`src/rtl/core/tsfu_pkg.sv`:
```
// Shared types, codes and saturation helpers for the Taylor series function unit.
// Used by tsfu_mul, tsfu_div and taylor_series_function_unit_core.
package tsfu_pkg;

   localparam logic signed [63:0] ONE_Q40 = 64'sh0000_0100_0000_0000;
   localparam logic signed [63:0] MAX_Q40 = 64'sh7FFF_FFFF_FFFF_FFFF;
   localparam logic signed [63:0] MIN_Q40 = 64'sh8000_0000_0000_0000;
   // 1.0 in the Q4.28 input format
   localparam logic signed [31:0] ONE_Q28 = 32'sh1000_0000;

   // divider step counts: integer divisor and Q24.40 quotient
   localparam logic [6:0] INT_STEPS = 7'd65;
   localparam logic [6:0] Q40_STEPS = 7'd104;

   localparam logic [2:0] OP_SIN  = 3'd0;
   localparam logic [2:0] OP_COS  = 3'd1;
   localparam logic [2:0] OP_TAN  = 3'd2;
   localparam logic [2:0] OP_EXP  = 3'd3;
   localparam logic [2:0] OP_LN1P = 3'd4;
   localparam logic [2:0] OP_SINH = 3'd5;
   localparam logic [2:0] OP_COSH = 3'd6;

   localparam logic [1:0] STAT_OK     = 2'd0;
   localparam logic [1:0] STAT_DOMAIN = 2'd1;
   localparam logic [1:0] STAT_SLOW   = 2'd2;
   localparam logic [1:0] STAT_SAT    = 2'd3;

   typedef enum logic [3:0] {
      ST_IDLE,
      ST_SQR,
      ST_SETUP,
      ST_MULH,
      ST_DIVT,
      ST_UPD,
      ST_POST,
      ST_FMUL,
      ST_TDIV,
      ST_LNINIT,
      ST_LNREC,
      ST_LNMUL,
      ST_FIN
   } state_type;

   typedef struct packed {
      logic               start;
      logic               q40;
      logic signed [63:0] a;
      logic signed [63:0] b;
   } unit_req_type;

   typedef struct packed {
      logic               done;
      logic               ovf;
      logic signed [63:0] res;
   } unit_rsp_type;

   typedef struct packed {
      logic signed [63:0] val;
      logic               ovf;
   } sat_type;

   function automatic logic [63:0] mag_of(input logic signed [63:0] v);
      return v[63] ? (64'd0 - $unsigned(v)) : $unsigned(v);
   endfunction

   function automatic sat_type from_mag(input logic [63:0] m, input logic neg);
      sat_type r;
      r.ovf = 1'b0;
      r.val = '0;
      if (neg) begin
         if (m > 64'h8000_0000_0000_0000) begin
            r.ovf = 1'b1;
            r.val = MIN_Q40;
         end else begin
            r.val = $signed(64'd0 - m);
         end
      end else if (m[63]) begin
         r.ovf = 1'b1;
         r.val = MAX_Q40;
      end else begin
         r.val = $signed(m);
      end
      return r;
   endfunction

   function automatic sat_type sat_add(input logic signed [63:0] a,
                                       input logic signed [63:0] b);
      sat_type r;
      logic [64:0] s;
      s = {a[63], a} + {b[63], b};
      r.ovf = s[64] != s[63];
      r.val = r.ovf ? (s[64] ? MIN_Q40 : MAX_Q40) : $signed(s[63:0]);
      return r;
   endfunction

   function automatic sat_type sat_sub(input logic signed [63:0] a,
                                       input logic signed [63:0] b);
      sat_type r;
      logic [64:0] s;
      s = {a[63], a} - {b[63], b};
      r.ovf = s[64] != s[63];
      r.val = r.ovf ? (s[64] ? MIN_Q40 : MAX_Q40) : $signed(s[63:0]);
      return r;
   endfunction

endpackage

```
`src/rtl/core/tsfu_mul.sv`:
```
// Shared 64x64 signed multiplier: four 32x32 partial products accumulated in turn,
// Q24.40 rounding and saturation, or the plain rounded square for x*x. Uses tsfu_pkg.
module tsfu_mul (
   input  logic                  clock,
   input  logic                  reset,
   input  tsfu_pkg::unit_req_type req,
   output tsfu_pkg::unit_rsp_type rsp
);

   logic [63:0]  ma_ff, ma_in, mb_ff, mb_in;
   logic         neg_ff, neg_in, q40_ff, q40_in;
   logic [127:0] acc_ff, acc_in;
   logic [63:0]  pp_ff, pp_in;
   logic [1:0]   sh_ff, sh_in;
   logic [2:0]   cnt_ff, cnt_in;
   logic         busy_ff, busy_in, done_ff, done_in;

   logic [31:0]  a_half, b_half;
   logic [127:0] addend;
   logic [63:0]  mag_q40;
   tsfu_pkg::sat_type fm;

   // partial product order: a0*b0, a0*b1, a1*b0, a1*b1
   assign a_half = cnt_ff[1] ? ma_ff[63:32] : ma_ff[31:0];
   assign b_half = cnt_ff[0] ? mb_ff[63:32] : mb_ff[31:0];

   always_comb begin
      case (sh_ff)
         2'd0:    addend = {64'd0, pp_ff};
         2'd1:    addend = {32'd0, pp_ff, 32'd0};
         default: addend = {pp_ff, 64'd0};
      endcase
   end

   always_comb begin
      ma_in   = ma_ff;
      mb_in   = mb_ff;
      neg_in  = neg_ff;
      q40_in  = q40_ff;
      acc_in  = acc_ff;
      pp_in   = pp_ff;
      sh_in   = sh_ff;
      cnt_in  = cnt_ff;
      busy_in = busy_ff;
      done_in = 1'b0;
      if (req.start) begin
         ma_in   = tsfu_pkg::mag_of(req.a);
         mb_in   = tsfu_pkg::mag_of(req.b);
         neg_in  = req.a[63] ^ req.b[63];
         q40_in  = req.q40;
         acc_in  = req.q40 ? (128'd1 << 39) : (128'd1 << 15);
         cnt_in  = 3'd0;
         busy_in = 1'b1;
      end else if (busy_ff) begin
         pp_in  = {32'd0, a_half} * {32'd0, b_half};
         sh_in  = {cnt_ff[1] & cnt_ff[0], cnt_ff[1] ^ cnt_ff[0]};
         if (cnt_ff != 3'd0) begin
            acc_in = acc_ff + addend;
         end
         cnt_in = cnt_ff + 3'd1;
         if (cnt_ff == 3'd4) begin
            busy_in = 1'b0;
            done_in = 1'b1;
         end
      end
   end

   always_ff @(posedge clock) begin
      if (reset) begin
         busy_ff <= 1'b0;
         done_ff <= 1'b0;
         cnt_ff  <= 3'd0;
      end else begin
         busy_ff <= busy_in;
         done_ff <= done_in;
         cnt_ff  <= cnt_in;
      end
      ma_ff  <= ma_in;
      mb_ff  <= mb_in;
      neg_ff <= neg_in;
      q40_ff <= q40_in;
      acc_ff <= acc_in;
      pp_ff  <= pp_in;
      sh_ff  <= sh_in;
   end

   assign mag_q40 = (acc_ff[127:103] != '0) ? 64'hFFFF_FFFF_FFFF_FFFF : acc_ff[103:40];
   assign fm      = tsfu_pkg::from_mag(mag_q40, neg_ff);

   assign rsp.done = done_ff;
   assign rsp.ovf  = q40_ff ? fm.ovf : 1'b0;
   assign rsp.res  = q40_ff ? fm.val : $signed(acc_ff[79:16]);

endmodule

```
`config.mk`:
```
export PLATFORM = sky130hd
export DESIGN_NAME = tsfu_mul
export DESIGN_NICKNAME = d
export VERILOG_FILES = /design/src/rtl/core/tsfu_pkg.sv /design/src/rtl/core/tsfu_mul.sv
export SDC_FILE = /design/constraint.sdc
export NUM_CORES = 2
export LEC_CHECK = 0
export BUFFER_PORTS_ARGS = -buffer_cell sky130_fd_sc_hd__buf_4
export CORE_AREA = 10 10 393 357
export DETAILED_ROUTE_END_ITERATION = 8
export DIE_AREA = 0 0 403 367
export PLACE_DENSITY = 0.63
export SETUP_SLACK_MARGIN = 0.02
export SYNTH_ARGS = -nofsm -noshare
export SYNTH_HDL_FRONTEND = slang
export SYNTH_SLANG_ARGS = --single-unit
```
`constraint.sdc`:
```
create_clock -name clock -period 10.67 [get_ports clock]
set_clock_uncertainty 0.1 [all_clocks]
set_input_delay 2.134 -clock clock [delete_from_list [all_inputs] [get_ports clock]]
set_output_delay 2.134 -clock clock [all_outputs]
set_load 0.02 [all_outputs]
```
==> results.sh <==
export IMPL_antenna_found_initial=12
export IMPL_final_hold_violation_count=0
export IMPL_synth_distinct_cells=80
export IMPL_synth_edf_count=324
export IMPL_vias=51070
export IMPL_synth_area_per_cell_um2=8.73
export IMPL_cts_htree_levels=2
export IMPL_cts_sinks=329
export IMPL_layout_min_cycle_time_ps=9800
export IMPL_status="completed"
export IMPL_synth_nets=8170
export IMPL_port_buffers=197
export IMPL_syn_cell_area_um2=58900
export IMPL_crit_top_cell="fa_1"
export IMPL_die_area_um2=148000
export IMPL_ys_seq_area_share_pct=16.7
export IMPL_grt_pass1_wl_um=336000
export IMPL_wl_um=227000
export IMPL_grt_use_met2_pct=45.4
export IMPL_grt_max_degree=79
export IMPL_wl_per_cell_um=26.5
export IMPL_fin_ws_ps=870
export IMPL_endpoint_kind="register"
export IMPL_max_cap_violations=0
export IMPL_setup_tns_ps=0
export IMPL_overflow=0
export IMPL_vias_per_cell=5.98
export IMPL_yosys_area_top_type_share_pct=30.5
export IMPL_mostFrequentLayoutCell="nor2_1"
export IMPL_arrival_ps=10060
export IMPL_startpoint_type="register"
export IMPL_postLayoutCellArea_um2=63800
export IMPL_die_h_um=367
export IMPL_crit_type="reg2reg"
export IMPL_synth_area_leader_cell="fa_1"
export IMPL_cts_hold_fix_buffers=0
export IMPL_synth_flop_cell="edfxtp_1"
export IMPL_synth_async_reset_ratio_pct=0
export IMPL_io_pins=198
export IMPL_clk_path_buf_depth=3
export IMPL_cts_resized=0
export IMPL_grtUsageTotal_pct=30.1
export IMPL_synthTopCellsByArea="fa_1, edfxtp_1, ha_1"
export IMPL_dp_slack_ps=1120
export IMPL_yosys_register_bits=329
export IMPL_cts_buffers=41
export IMPL_post_cts_buffers=0
export IMPL_die_x_um=403
export IMPL_start_util_pct=44.5
export IMPL_syn_inst=6746
export IMPL_period_share_pct=91.9
export IMPL_cpPeakStageDelay_ps=1070
export IMPL_drive_gt1_share_pct=8.25
export IMPL_place_area_um2=62400
export IMPL_worst_ep_required_time_ps=10920
export IMPL_syn_to_final_growth_pct=8.40
export IMPL_routabilityCongestion=1.01
export IMPL_worst_pin_slew_ps=1310
export IMPL_drv_slew=0
export IMPL_final_antenna_net_count=0
export IMPL_cts_tree="yes"
export IMPL_dp_hpwl_um=184000
export IMPL_ys_warn_count=0
export IMPL_critical_path_top_delay_family="adder cells"
export IMPL_clkLatencyLatePin_ps=640
export IMPL_root_buffer="clkbuf_16"
export IMPL_fin_nets=8182
export IMPL_num_rows=127
export IMPL_final_cell_mix="nor2_1, inv_1, fa_1"
export IMPL_slowest_stage="mux2i_2"
export IMPL_core_area_um2=132000
export IMPL_setup_violations=0
export IMPL_cp_num_buf_inv=4
export IMPL_clk_pin_slew_ps=60
export IMPL_grtUsageMet3_pct=7.53
export IMPL_dr_pass1_iters=6
export IMPL_grt_pass1_vias=51186
export IMPL_cp_max_fo=29
export IMPL_grt_use_met1_pct=40.6
export IMPL_timing_fmax_mhz=102
export IMPL_drt_iter0_drc=5747
export IMPL_drc=0
export IMPL_rsz0062_at_grt="no"
export IMPL_maxSlewHeadroom_pct=11.3
export IMPL_busiest_layer="met2"
export IMPL_holdCritPathClass="reg2reg"
state kept, by name, summed over array words and instances (netlist names):
| name | count |
|---|---|
| acc_ff | 128 |
| ma_ff | 64 |
| mb_ff | 64 |
| pp_ff | 64 |
| cnt_ff | 3 |
| sh_ff | 2 |
| busy_ff | 1 |
| done_ff | 1 |
| neg_ff | 1 |
| q40_ff | 1 |
cell families (layout without fill, tap and decap cells):
| kind of cell | after synthesis | in the layout | share of synthesized area [%] |
|---|---|---|---|
| mux | 183 | 183 | 3.29 |
| fa+ha+maj | 1292 | 1292 | 38.9 |
| xor+xnor | 294 | 294 | 4.37 |
| simple gates | 2243 | 2243 | 16.6 |
| flops | 329 | 329 | 16.7 |
| other cells | 0 | 6 | 0 |
| compound gates | 1094 | 1094 | 11.7 |
| buf+inv | 1311 | 1356 | 8.37 |
worst reg2reg max path: cells and delay by family (launching register included):
family | cells | cell delay [ps]
mux | 1 | 1080
fa+ha+maj | 9 | 3650
buf+inv | 4 | 870
compound gates | 6 | 1920
simple gates | 5 | 1290
flops | 1 | 660
cell type report:
cell class,count,area (um2)
fill,12679,68400
multi-input combinational,5106,44400
sequential,329,9840
inverter,949,3560
timing repair buffer,331,2500
tap,1741,2180
clock buffer,45,1040
clock inverter,31,297
antenna,6,15.0
per-stage QoR:
stage          util, %  hold slack, ps  std cells
2_1_floorplan        -             361       6746
3_3_place_gp      47.2             453       8456
3_5_place_dp      47.2             465       8456
4_1_cts           48.2             484       8532
5_1_grt           48.2             495       8532
6_report          48.3             476       8538
metal layers:
metal / wire [um] / part of all wire, %
met5: 66 / 0.029
met4: 13300 / 5.9
met3: 25700 / 11
met2: 97000 / 43
met1: 90600 / 40
final timing paths:
| check | startpoint | slack (ps) | cells past startpoint | to |
|---|---|---|---|---|
| setup / recovery | cnt_ff[1]$_SDFFE_PP0P_ | 870 | 25 | pp_ff[57]$_DFFE_PP_ |
| hold / removal | cnt_ff[2]$_SDFFE_PP0P_ | 480 | 2 | cnt_ff[2]$_SDFFE_PP0P_ |
| setup reg to reg | cnt_ff[1]$_SDFFE_PP0P_ | 870 | 25 | pp_ff[57]$_DFFE_PP_ |
| hold reg to reg | cnt_ff[2]$_SDFFE_PP0P_ | 480 | 2 | cnt_ff[2]$_SDFFE_PP0P_ |
synth_stat cells, drive strengths merged (64+ instances only):
library cell  number
nor3              96
clkbuf           343
ha               395
xnor2            238
mux2i            101
mux2              82
inv              948
o21bai            64
and2              77
nor2             993
o21ai            266
fa               897
nand2            694
a21oi            328
o31ai             66
nand4            115
a21o              98
edfxtp           324
Power is not shown: default switching activity piles up to over one toggle a cycle in this logic, so the estimate is an artifact.
