File: config.mk
export PLATFORM = sky130hd
export DESIGN_NAME = tsfu_div
export DESIGN_NICKNAME = d
export VERILOG_FILES = /design/src/rtl/core/tsfu_pkg.sv /design/src/rtl/core/tsfu_div.sv
export SDC_FILE = /design/constraint.sdc
export NUM_CORES = 1
export LEC_CHECK = 0
export ABC_AREA = 1
export ABC_CLOCK_PERIOD_IN_PS = 8550
export BUFFER_PORTS_ARGS = -buffer_cell sky130_fd_sc_hd__clkbuf_2
export CORE_MARGIN = 2
export CORE_UTILIZATION = 43
export DETAILED_ROUTE_END_ITERATION = 16
export GPL_TIMING_DRIVEN = 0
export HOLD_SLACK_MARGIN = 0.15
export PLACE_DENSITY_LB_ADDON = 0.15
export SYNTH_ARGS = -nofsm -noshare
export SYNTH_HDL_FRONTEND = slang
export SYNTH_SLANG_ARGS = --single-unit
File: constraint.sdc
create_clock -name clock -period 8.55 [get_ports clock]
set_input_delay 1.71 -clock clock [delete_from_list [all_inputs] [get_ports clock]]
set_output_delay 1.71 -clock clock [all_outputs]
set_load 0.005 [all_outputs]
File: src/rtl/core/tsfu_pkg.sv
// Shared types, codes and saturation helpers for the Taylor series function unit.
// Used by tsfu_mul, tsfu_div and taylor_series_function_unit_core.
package tsfu_pkg;

   localparam logic signed [63:0] ONE_Q40 = 64'sh0000_0100_0000_0000;
   localparam logic signed [63:0] MAX_Q40 = 64'sh7FFF_FFFF_FFFF_FFFF;
   localparam logic signed [63:0] MIN_Q40 = 64'sh8000_0000_0000_0000;
   // 1.0 in the Q4.28 input format
   localparam logic signed [31:0] ONE_Q28 = 32'sh1000_0000;

   // divider step counts: integer divisor and Q24.40 quotient
   localparam logic [6:0] INT_STEPS = 7'd65;
   localparam logic [6:0] Q40_STEPS = 7'd104;

   localparam logic [2:0] OP_SIN  = 3'd0;
   localparam logic [2:0] OP_COS  = 3'd1;
   localparam logic [2:0] OP_TAN  = 3'd2;
   localparam logic [2:0] OP_EXP  = 3'd3;
   localparam logic [2:0] OP_LN1P = 3'd4;
   localparam logic [2:0] OP_SINH = 3'd5;
   localparam logic [2:0] OP_COSH = 3'd6;

   localparam logic [1:0] STAT_OK     = 2'd0;
   localparam logic [1:0] STAT_DOMAIN = 2'd1;
   localparam logic [1:0] STAT_SLOW   = 2'd2;
   localparam logic [1:0] STAT_SAT    = 2'd3;

   typedef enum logic [3:0] {
      ST_IDLE,
      ST_SQR,
      ST_SETUP,
      ST_MULH,
      ST_DIVT,
      ST_UPD,
      ST_POST,
      ST_FMUL,
      ST_TDIV,
      ST_LNINIT,
      ST_LNREC,
      ST_LNMUL,
      ST_FIN
   } state_type;

   typedef struct packed {
      logic               start;
      logic               q40;
      logic signed [63:0] a;
      logic signed [63:0] b;
   } unit_req_type;

   typedef struct packed {
      logic               done;
      logic               ovf;
      logic signed [63:0] res;
   } unit_rsp_type;

   typedef struct packed {
      logic signed [63:0] val;
      logic               ovf;
   } sat_type;

   function automatic logic [63:0] mag_of(input logic signed [63:0] v);
      return v[63] ? (64'd0 - $unsigned(v)) : $unsigned(v);
   endfunction

   function automatic sat_type from_mag(input logic [63:0] m, input logic neg);
      sat_type r;
      r.ovf = 1'b0;
      r.val = '0;
      if (neg) begin
         if (m > 64'h8000_0000_0000_0000) begin
            r.ovf = 1'b1;
            r.val = MIN_Q40;
         end else begin
            r.val = $signed(64'd0 - m);
         end
      end else if (m[63]) begin
         r.ovf = 1'b1;
         r.val = MAX_Q40;
      end else begin
         r.val = $signed(m);
      end
      return r;
   endfunction

   function automatic sat_type sat_add(input logic signed [63:0] a,
                                       input logic signed [63:0] b);
      sat_type r;
      logic [64:0] s;
      s = {a[63], a} + {b[63], b};
      r.ovf = s[64] != s[63];
      r.val = r.ovf ? (s[64] ? MIN_Q40 : MAX_Q40) : $signed(s[63:0]);
      return r;
   endfunction

   function automatic sat_type sat_sub(input logic signed [63:0] a,
                                       input logic signed [63:0] b);
      sat_type r;
      logic [64:0] s;
      s = {a[63], a} - {b[63], b};
      r.ovf = s[64] != s[63];
      r.val = r.ovf ? (s[64] ? MIN_Q40 : MAX_Q40) : $signed(s[63:0]);
      return r;
   endfunction

endpackage

File: src/rtl/core/tsfu_div.sv
// Shared restoring divider, one quotient bit per cycle: rounded division by an
// integer (65 steps) or Q24.40 by Q24.40 (104 steps). Uses tsfu_pkg.
module tsfu_div (
   input  logic                  clock,
   input  logic                  reset,
   input  tsfu_pkg::unit_req_type req,
   output tsfu_pkg::unit_rsp_type rsp
);

   logic [103:0] dv_ff, dv_in;
   logic [63:0]  rem_ff, rem_in, q_ff, q_in, den_ff, den_in;
   logic         neg_ff, neg_in, q40_ff, q40_in, big_ff, big_in;
   logic [6:0]   cnt_ff, cnt_in;
   logic         busy_ff, busy_in, done_ff, done_in;

   logic [63:0]  ma, mb;
   logic [64:0]  biased;
   logic [64:0]  r2, r2_sub;
   logic         ge;
   logic [63:0]  m;
   tsfu_pkg::sat_type fm;

   assign ma     = tsfu_pkg::mag_of(req.a);
   assign mb     = tsfu_pkg::mag_of(req.b);
   // integer mode rounds by adding half the divisor up front
   assign biased = {1'b0, ma} + {2'b0, mb[63:1]};

   assign r2     = {rem_ff, dv_ff[103]};
   assign r2_sub = r2 - {1'b0, den_ff};
   assign ge     = r2 >= {1'b0, den_ff};

   always_comb begin
      dv_in   = dv_ff;
      rem_in  = rem_ff;
      q_in    = q_ff;
      den_in  = den_ff;
      neg_in  = neg_ff;
      q40_in  = q40_ff;
      big_in  = big_ff;
      cnt_in  = cnt_ff;
      busy_in = busy_ff;
      done_in = 1'b0;
      if (req.start) begin
         dv_in   = req.q40 ? {ma, 40'd0} : {biased, 39'd0};
         rem_in  = '0;
         q_in    = '0;
         den_in  = mb;
         neg_in  = req.a[63] ^ req.b[63];
         q40_in  = req.q40;
         big_in  = 1'b0;
         cnt_in  = req.q40 ? tsfu_pkg::Q40_STEPS : tsfu_pkg::INT_STEPS;
         busy_in = 1'b1;
      end else if (busy_ff) begin
         dv_in  = {dv_ff[102:0], 1'b0};
         rem_in = ge ? r2_sub[63:0] : r2[63:0];
         big_in = big_ff | (q_ff[63:62] != 2'b00);
         q_in   = {q_ff[62:0], ge};
         cnt_in = cnt_ff - 7'd1;
         if (cnt_ff == 7'd1) begin
            busy_in = 1'b0;
            done_in = 1'b1;
         end
      end
   end

   always_ff @(posedge clock) begin
      if (reset) begin
         busy_ff <= 1'b0;
         done_ff <= 1'b0;
         cnt_ff  <= '0;
      end else begin
         busy_ff <= busy_in;
         done_ff <= done_in;
         cnt_ff  <= cnt_in;
      end
      dv_ff  <= dv_in;
      rem_ff <= rem_in;
      q_ff   <= q_in;
      den_ff <= den_in;
      neg_ff <= neg_in;
      q40_ff <= q40_in;
      big_ff <= big_in;
   end

   always_comb begin
      if (!q40_ff) begin
         m = q_ff;
      end else if (big_ff) begin
         m = 64'hFFFF_FFFF_FFFF_FFFF;
      end else if (rem_ff >= den_ff - rem_ff) begin
         m = q_ff + 64'd1;
      end else begin
         m = q_ff;
      end
   end

   assign fm = tsfu_pkg::from_mag(m, neg_ff);

   assign rsp.done = done_ff;
   assign rsp.ovf  = fm.ovf;
   assign rsp.res  = fm.val;

endmodule

==> results of run 1 <==
## state kept, by name (all words and copies together) (netlist names)
signal and count:
dv_ff 65, den_ff 64, q_ff 64, rem_ff 64
cnt_ff 7, big_ff 1, busy_ff 1, done_ff 1
neg_ff 1, q40_ff 1
## where the power goes
part           internal [uW]  total (uW)  switching (uW)
logic                    817        2330            1520
registers               1470        1540            71.2
clock network            769        1340             575
## metal layers
layer  up-vias  global-route usage [%]  part of all wire [%]
met5         -                       0                 0.011
met4         4                    7.05                   2.0
met3       173                    8.19                    11
met2      1772                    52.2                    40
met1     18568                    54.1                    47
li1      19000                       -                     -
## critical path: cells and delay by family, from the launching register on
kind | cells | cell delay [ps]
AND/OR/NAND/NOR | 20 | 3060
AO/OA/AOI/OAI | 5 | 1090
buffers and inverters | 6 | 790
adder cells (fa/ha/maj) | 2 | 720
flip-flops | 1 | 520
XOR/XNOR | 1 | 190
## stage by stage
step | area (um2) | std cells | utilization, %
floorplan | 34200 | 5505 | -
global placement | 36500 | 6752 | 46.3
global route | 41300 | 6939 | 52.4
CTS | 40000 | 6900 | 50.7
finish | 41300 | 6939 | 52.4
detailed placement | 36600 | 6755 | 46.4
## cell families after synthesis
group | share of synthesized area (%)
and+or+nand+nor | 31.8
AOI/OAI and AO/OA | 19.4
buffers and inverters | 11.4
xor gates and xnor gates | 8.12
DFF | 19.6
adders and majority gates | 9.69
## cell usage after synthesis (all sizes together) (16+ instances only)
cell	instances	area, um2
nand2	1253	4800
inv	856	3210
nor2	746	3020
a21oi	372	1870
o21ai	364	1900
nand3	266	1420
ha	260	3250
xor2	187	1640
dfxtp	138	2760
edfxtp	131	3930
xnor2	130	1140
a31oi	102	638
nor3	99	549
o211ai	80	601
nand4	79	509
o22ai	74	463
clkbuf	70	263
buf	56	375
nor4	39	244
a21boi	25	188
o21a	24	180
o21bai	24	191
nand3b	22	165
o221ai	22	193
a21o	16	120
## how the worst max path moves through the flow
stage / slack [ps] / cells past startpoint / start / to
after floorplan: 930 / 41 / den_ff[0] / rsp[55]
after global placement: -2180 / 41 / den_ff[0] / rsp[53]
after detailed placement: -2170 / 43 / den_ff[0] / rsp[53]
after CTS: -150 / 42 / den_ff[0] / rsp[33]
after global routing: -430 / 42 / den_ff[0] / rsp[42]
final: -220 / 34 / den_ff[28] / rsp[49]
## final cells by class
| type | instances | area share (%) |
|---|---|---|
| sequential | 269 | 16.2 |
| tap | 1050 | 3.18 |
| clock inverter | 9 | 0.191 |
| multi-input combinational | 4246 | 62.7 |
| inverter | 864 | 7.85 |
| clock buffer | 48 | 2.24 |
| timing repair buffer | 325 | 5.74 |
| buffer | 127 | 1.86 |
| antenna | 1 | 0.00606 |
## cell usage in the layout, fill, tap and decap left out, types with 32 or more instances in the layout
master	netlist	routed
nor2_1	690	588
nand2_1	1220	1098
a31oi_1	102	101
o211ai_1	80	80
o21ai_4	0	32
buf_2	18	33
nand2_4	3	60
dfxtp_1	138	134
nand3_1	248	223
o21ai_0	325	277
clkbuf_2	0	159
nor2_2	41	82
nor3_1	92	91
o22ai_1	74	74
nor4_1	39	39
nand4_1	78	78
xnor2_1	130	129
xor2_1	187	181
nand2_2	30	93
edfxtp_1	131	131
clkbuf_1	70	73
nor2_4	14	75
buf_4	15	117
a21oi_1	371	358
inv_1	846	838
ha_1	260	256
## what timing repair did
item	CTS	global route
buffers inserted	79	38
setup endpoints to repair	65	65
pin swaps	69	94
gates cloned	9	0
gates resized for setup	441	285
==> impl_metrics.py, run 1 <==
metrics = {
    "critical_path": {
        "critPathArrivalTime_ps": 7060,
        "reg2reg_slack_ps": 3690,
        "worst-endpoint-required_ps": 6840,
        "r2r_start": "den_ff[1]",
        "rr_endpoint": "rem_ff[57]",
        "max_stage_delay_ps": 520,
        "crit_path_end_kind": "output pin",
        "slowest_stage": "edfxtp_1",
        "crit_path_start_kind": "register",
        "reg2reg_depth": 23,
        "worst-path-max-fanout": 10,
        "crit_top_cell": "nand2_4",
        "path_class": "reg -> out",
    },
    "sta": {
        "fmax_ghz": 0.114,
        "fin_worst_skew_ps": 36.8,
        "tns_ps": -9860,
        "rsz0062_at_grt": "yes",
        "finalCritPeriodShare_pct": 103,
        "slew_viol_final": 0,
        "worstMarginPinSlew_ps": 1230,
        "finalSetupViolCount": 63,
        "setup_ws_ps": -220,
        "slew_headroom_pct": 17.7,
        "hold_viol_final": 0,
        "hold_slack_ps": 479,
        "min_period_ps": 8770,
    },
    "outcome": {
        "violations": "setup timing",
        "status": "finished with violations",
    },
    "clock_network": {
        "cts_buffers": 31,
        "clock_latency_ps": 620,
        "clk_pin_slew_ps": 60,
        "cts.sinks": 269,
        "cts_buffer_depth": 3,
        "root_buffer": "clkbuf_16",
        "cts_hold_buf": 0,
        "h-tree-depth": 1,
        "cts_tree": "done",
    },
    "power_and_ir_drop": {
        "power.density_nw_per_um2": 126,
        "ir_worst_vdd_uv": 173,
        "p_total_uw": 5220,
        "leakagePower_uw": 0.0188,
    },
    "place": {
        "pre_cts_slack_ps": -2170,
        "port_buffers": 197,
        "place.gp.congestion": 1.06,
        "dp_hpwl_mm": 127,
    },
    "hold_path": {
        "worstHoldStart": "cnt_ff[4]",
        "worst_hold_path_type": "reg -> reg",
        "min_path_cells": 1,
        "holdPathEnd": "cnt_ff[4]",
    },
    "logic_synthesis": {
        "synthArstFlopShare_pct": 0,
        "ys_warn_count": 0,
        "synth_nets": 5900,
        "synthFlopType": "dfxtp_1",
        "syn_inst": 5505,
        "ys_types": 67,
        "synth.avg_cell_area_um2": 6.21,
        "synth-seq-cells": 269,
        "synth_area_um2": 34200,
        "synth-seq-area-share_pct": 19.6,
        "synth_edf_count": 131,
    },
    "grt": {
        "grt_pass1_wl_mm": 225,
        "antenna_found_initial": 4,
        "grt.total_usage_pct": 36.1,
        "grt_pass1_vias": 36288,
        "grt-ovfl-total": 0,
        "grt_max_degree": 68,
    },
    "floorplan": {
        "start_util_pct": 43.3,
        "fp-row-count": 103,
        "chipHeight_um": 286,
        "die_x_um": 286,
        "die_area_um2": 81800,
        "top_level_ports": 198,
        "core-area_um2": 78900,
    },
    "route": {
        "vias": 39517,
        "routed_via_density": 5.69,
        "drtAntennaViolNets": 0,
        "drc": 0,
        "post_drt_wl_per_cell_um": 22.1,
        "firstDrtPassIters": 8,
        "drtIter0Drc": 4356,
        "wl_mm": 153,
    },
    "final_layout": {
        "seq_area_um2": 6700,
        "synthToLayoutAreaGrowth_pct": 20.8,
        "multi_input_comb_area_um2": 25900,
        "drive_gt1_share_pct": 15.9,
        "final.fill_count": 8264,
        "fin_nets": 6259,
    },
    "flow_run": {
        "maxCapViolations": 0,
    },
}
Note: power is estimated with default switching activity, not from simulation.
==> inputs of run 2 (changes only) <==
Settings changed: MAX_ROUTING_LAYER set to met4.
==> impl_metrics.py, run 2 (same netlist as run 1, synthesis figures left out) <==
metrics = {
    "outcome": {
        "status": "finished with violations",
        "violations": "setup timing",
    },
    "sta": {
        "setup_ws_ps": -59.5,
        "slew_headroom_pct": 15.0,
        "slew_viol_final": 0,
        "hold_viol_final": 0,
        "fin_worst_skew_ps": 38.7,
        "worstMarginPinSlew_ps": 1260,
        "min_period_ps": 8610,
        "rsz0062_at_grt": "yes",
        "fmax_ghz": 0.116,
        "finalCritPeriodShare_pct": 101,
        "finalSetupViolCount": 39,
    },
    "grt": {
        "grt_pass1_wl_mm": 218,
        "grt-ovfl-total": 0,
        "grt.total_usage_pct": 35.8,
        "grt_max_degree": 68,
        "grt_pass1_vias": 35921,
        "antenna_found_initial": 6,
    },
    "final_layout": {
        "synthToLayoutAreaGrowth_pct": 16.3,
        "final_common_cell": "nand2_1",
        "fin_nets": 6216,
        "largest_reg_flops": 65,
        "layout_common_cells": "nand2_1 (1150), inv_1 (839), nor2_1 (636), a21oi_1 (356), o21ai_0 (297)",
        "fin_util_pct": 50.4,
        "drive_gt1_share_pct": 13.0,
        "stdcell_area_um2": 39800,
        "regMostFlops": "dv_ff",
    },
    "critical_path": {
        "reg2reg_slack_ps": 3740,
        "r2r_start": "den_ff[1]",
        "crit_path_start_kind": "register",
        "critPathArrivalTime_ps": 6900,
        "reg2reg_depth": 22,
        "worst-endpoint-required_ps": 6840,
        "rr_endpoint": "rem_ff[57]",
        "crit_path_end_kind": "output pin",
        "path_class": "reg -> out",
        "crit_top_cell": "nand2_1",
        "max_stage_delay_ps": 390,
        "worst-path-max-fanout": 8,
        "slowest_stage": "edfxtp_1",
    },
    "clock_network": {
        "cts.sinks": 269,
        "clock_latency_ps": 620,
        "h-tree-depth": 1,
        "clk_pin_slew_ps": 70,
        "cts_tree": "done",
        "cts_buffers": 30,
        "root_buffer": "clkbuf_16",
        "cts_buffer_depth": 3,
    },
    "place": {
        "pre_cts_slack_ps": -1790,
        "port_buffers": 197,
        "place.gp.congestion": 1.09,
        "place_area_um2": 36600,
        "dp_hpwl_mm": 123,
    },
    "hold_path": {
        "worst_hold_path_type": "reg -> reg",
        "holdPathEnd": "cnt_ff[4]",
        "worstHoldStart": "cnt_ff[4]",
        "min_path_cells": 1,
    },
    "floorplan": {
        "chipHeight_um": 286,
        "die_x_um": 286,
        "fp-row-count": 103,
        "start_util_pct": 43.3,
        "core-area_um2": 78900,
        "top_level_ports": 198,
        "die_area_um2": 81800,
    },
    "route": {
        "wl_mm": 148,
        "post_drt_wl_per_cell_um": 21.5,
        "routed_via_density": 5.66,
        "drtIter0Drc": 4598,
        "firstDrtPassIters": 6,
        "drtAntennaViolNets": 0,
        "drc": 0,
        "vias": 39026,
    },
    "flow_run": {
        "maxCapViolations": 0,
    },
    "power_and_ir_drop": {
        "power.density_nw_per_um2": 129,
        "ir_worst_vdd_uv": 177,
        "leakagePower_uw": 0.0183,
    },
}
[run 2: changes by cell type in the layout (fill, tap and decap cells not counted), sizes merged]
cell	delta
clkbuf	+12
diode	+5
clkinv	+5
buf	-64
inv	-1
clkinvlp	+3
nand2	-1
bufinv	+3
[run 2: power breakdown]
group / switching, uW / internal (uW) / total [uW]
logic: 1450 / 774 / 2220
clock network: 601 / 770 / 1370
registers: 73.2 / 1470 / 1540
total: 2120 / 3010 / 5130
[run 2: through the flow]
step | instances | hold slack (ps) | total power (uW) | TNS (ps)
2_1_floorplan | 5505 | 435 | 2870 | 0
3_3_place_gp | 6752 | 469 | 3520 | -121620
3_5_place_dp | 6755 | 477 | 3530 | -107190
4_1_cts | 6872 | 482 | 5020 | -2170
5_1_grt | 6901 | 513 | 5410 | -18410
6_report | 6901 | 481 | 5130 | -843
[run 2: worst max path at each step]
stage | startpoint | end | slack [ps] | depth (start not counted)
6_report | den_ff[0] | rsp[46] | -60 | 45
4_1_cts | den_ff[0] | rsp[33] | -80 | 40
3_3_place_gp | den_ff[0] | rsp[61] | -1870 | 41
5_1_grt | den_ff[0] | rsp[55] | -340 | 45
2_1_floorplan | den_ff[0] | rsp[55] | 930 | 41
3_5_place_dp | den_ff[0] | rsp[28] | -1790 | 38
[run 2: worst max-delay path, delay by kind of cell (launching register included)]
| family | cells | cell delay, ps |
|---|---|---|
| buffers and inverters | 11 | 1230 |
| XOR/XNOR | 1 | 60 |
| adder cells (fa/ha/maj) | 3 | 800 |
| AO/OA/AOI/OAI | 7 | 1180 |
| AND/OR/NAND/NOR | 23 | 2620 |
| flip-flops | 1 | 390 |
[run 2: timing repair]
action / 4_1_cts / 5_1_grt
setup buffers: 58 / 22
gates resized for setup: 277 / 133
cloned: 3 / 1
pin swaps: 67 / 59
hold endpoints to repair: 0 / 0
setup endpoints to repair: 65 / 65
hold buffers: 0 / 0
[run 2: layer usage]
| metal | vias up | wire (um) | GRT usage (%) |
|---|---|---|---|
| met5 | - | 0 | - |
| met4 | 0 | 3580 | 8.23 |
| met3 | 193 | 16300 | 7.05 |
| met2 | 1758 | 59700 | 50.6 |
| met1 | 18152 | 68600 | 51.9 |
| li1 | 18923 | - | - |
[run 2: cell type report]
type,count,area [um2]
Antenna cell,6,15.0
Buffer,127,711
Clock buffer,37,777
Clock inverter,19,226
Fill cell,8451,39100
Inverter,864,3250
Multi-Input combinational cell,4245,24900
Sequential cell,269,6700
Tap cell,1050,1310
Timing Repair Buffer,284,1860
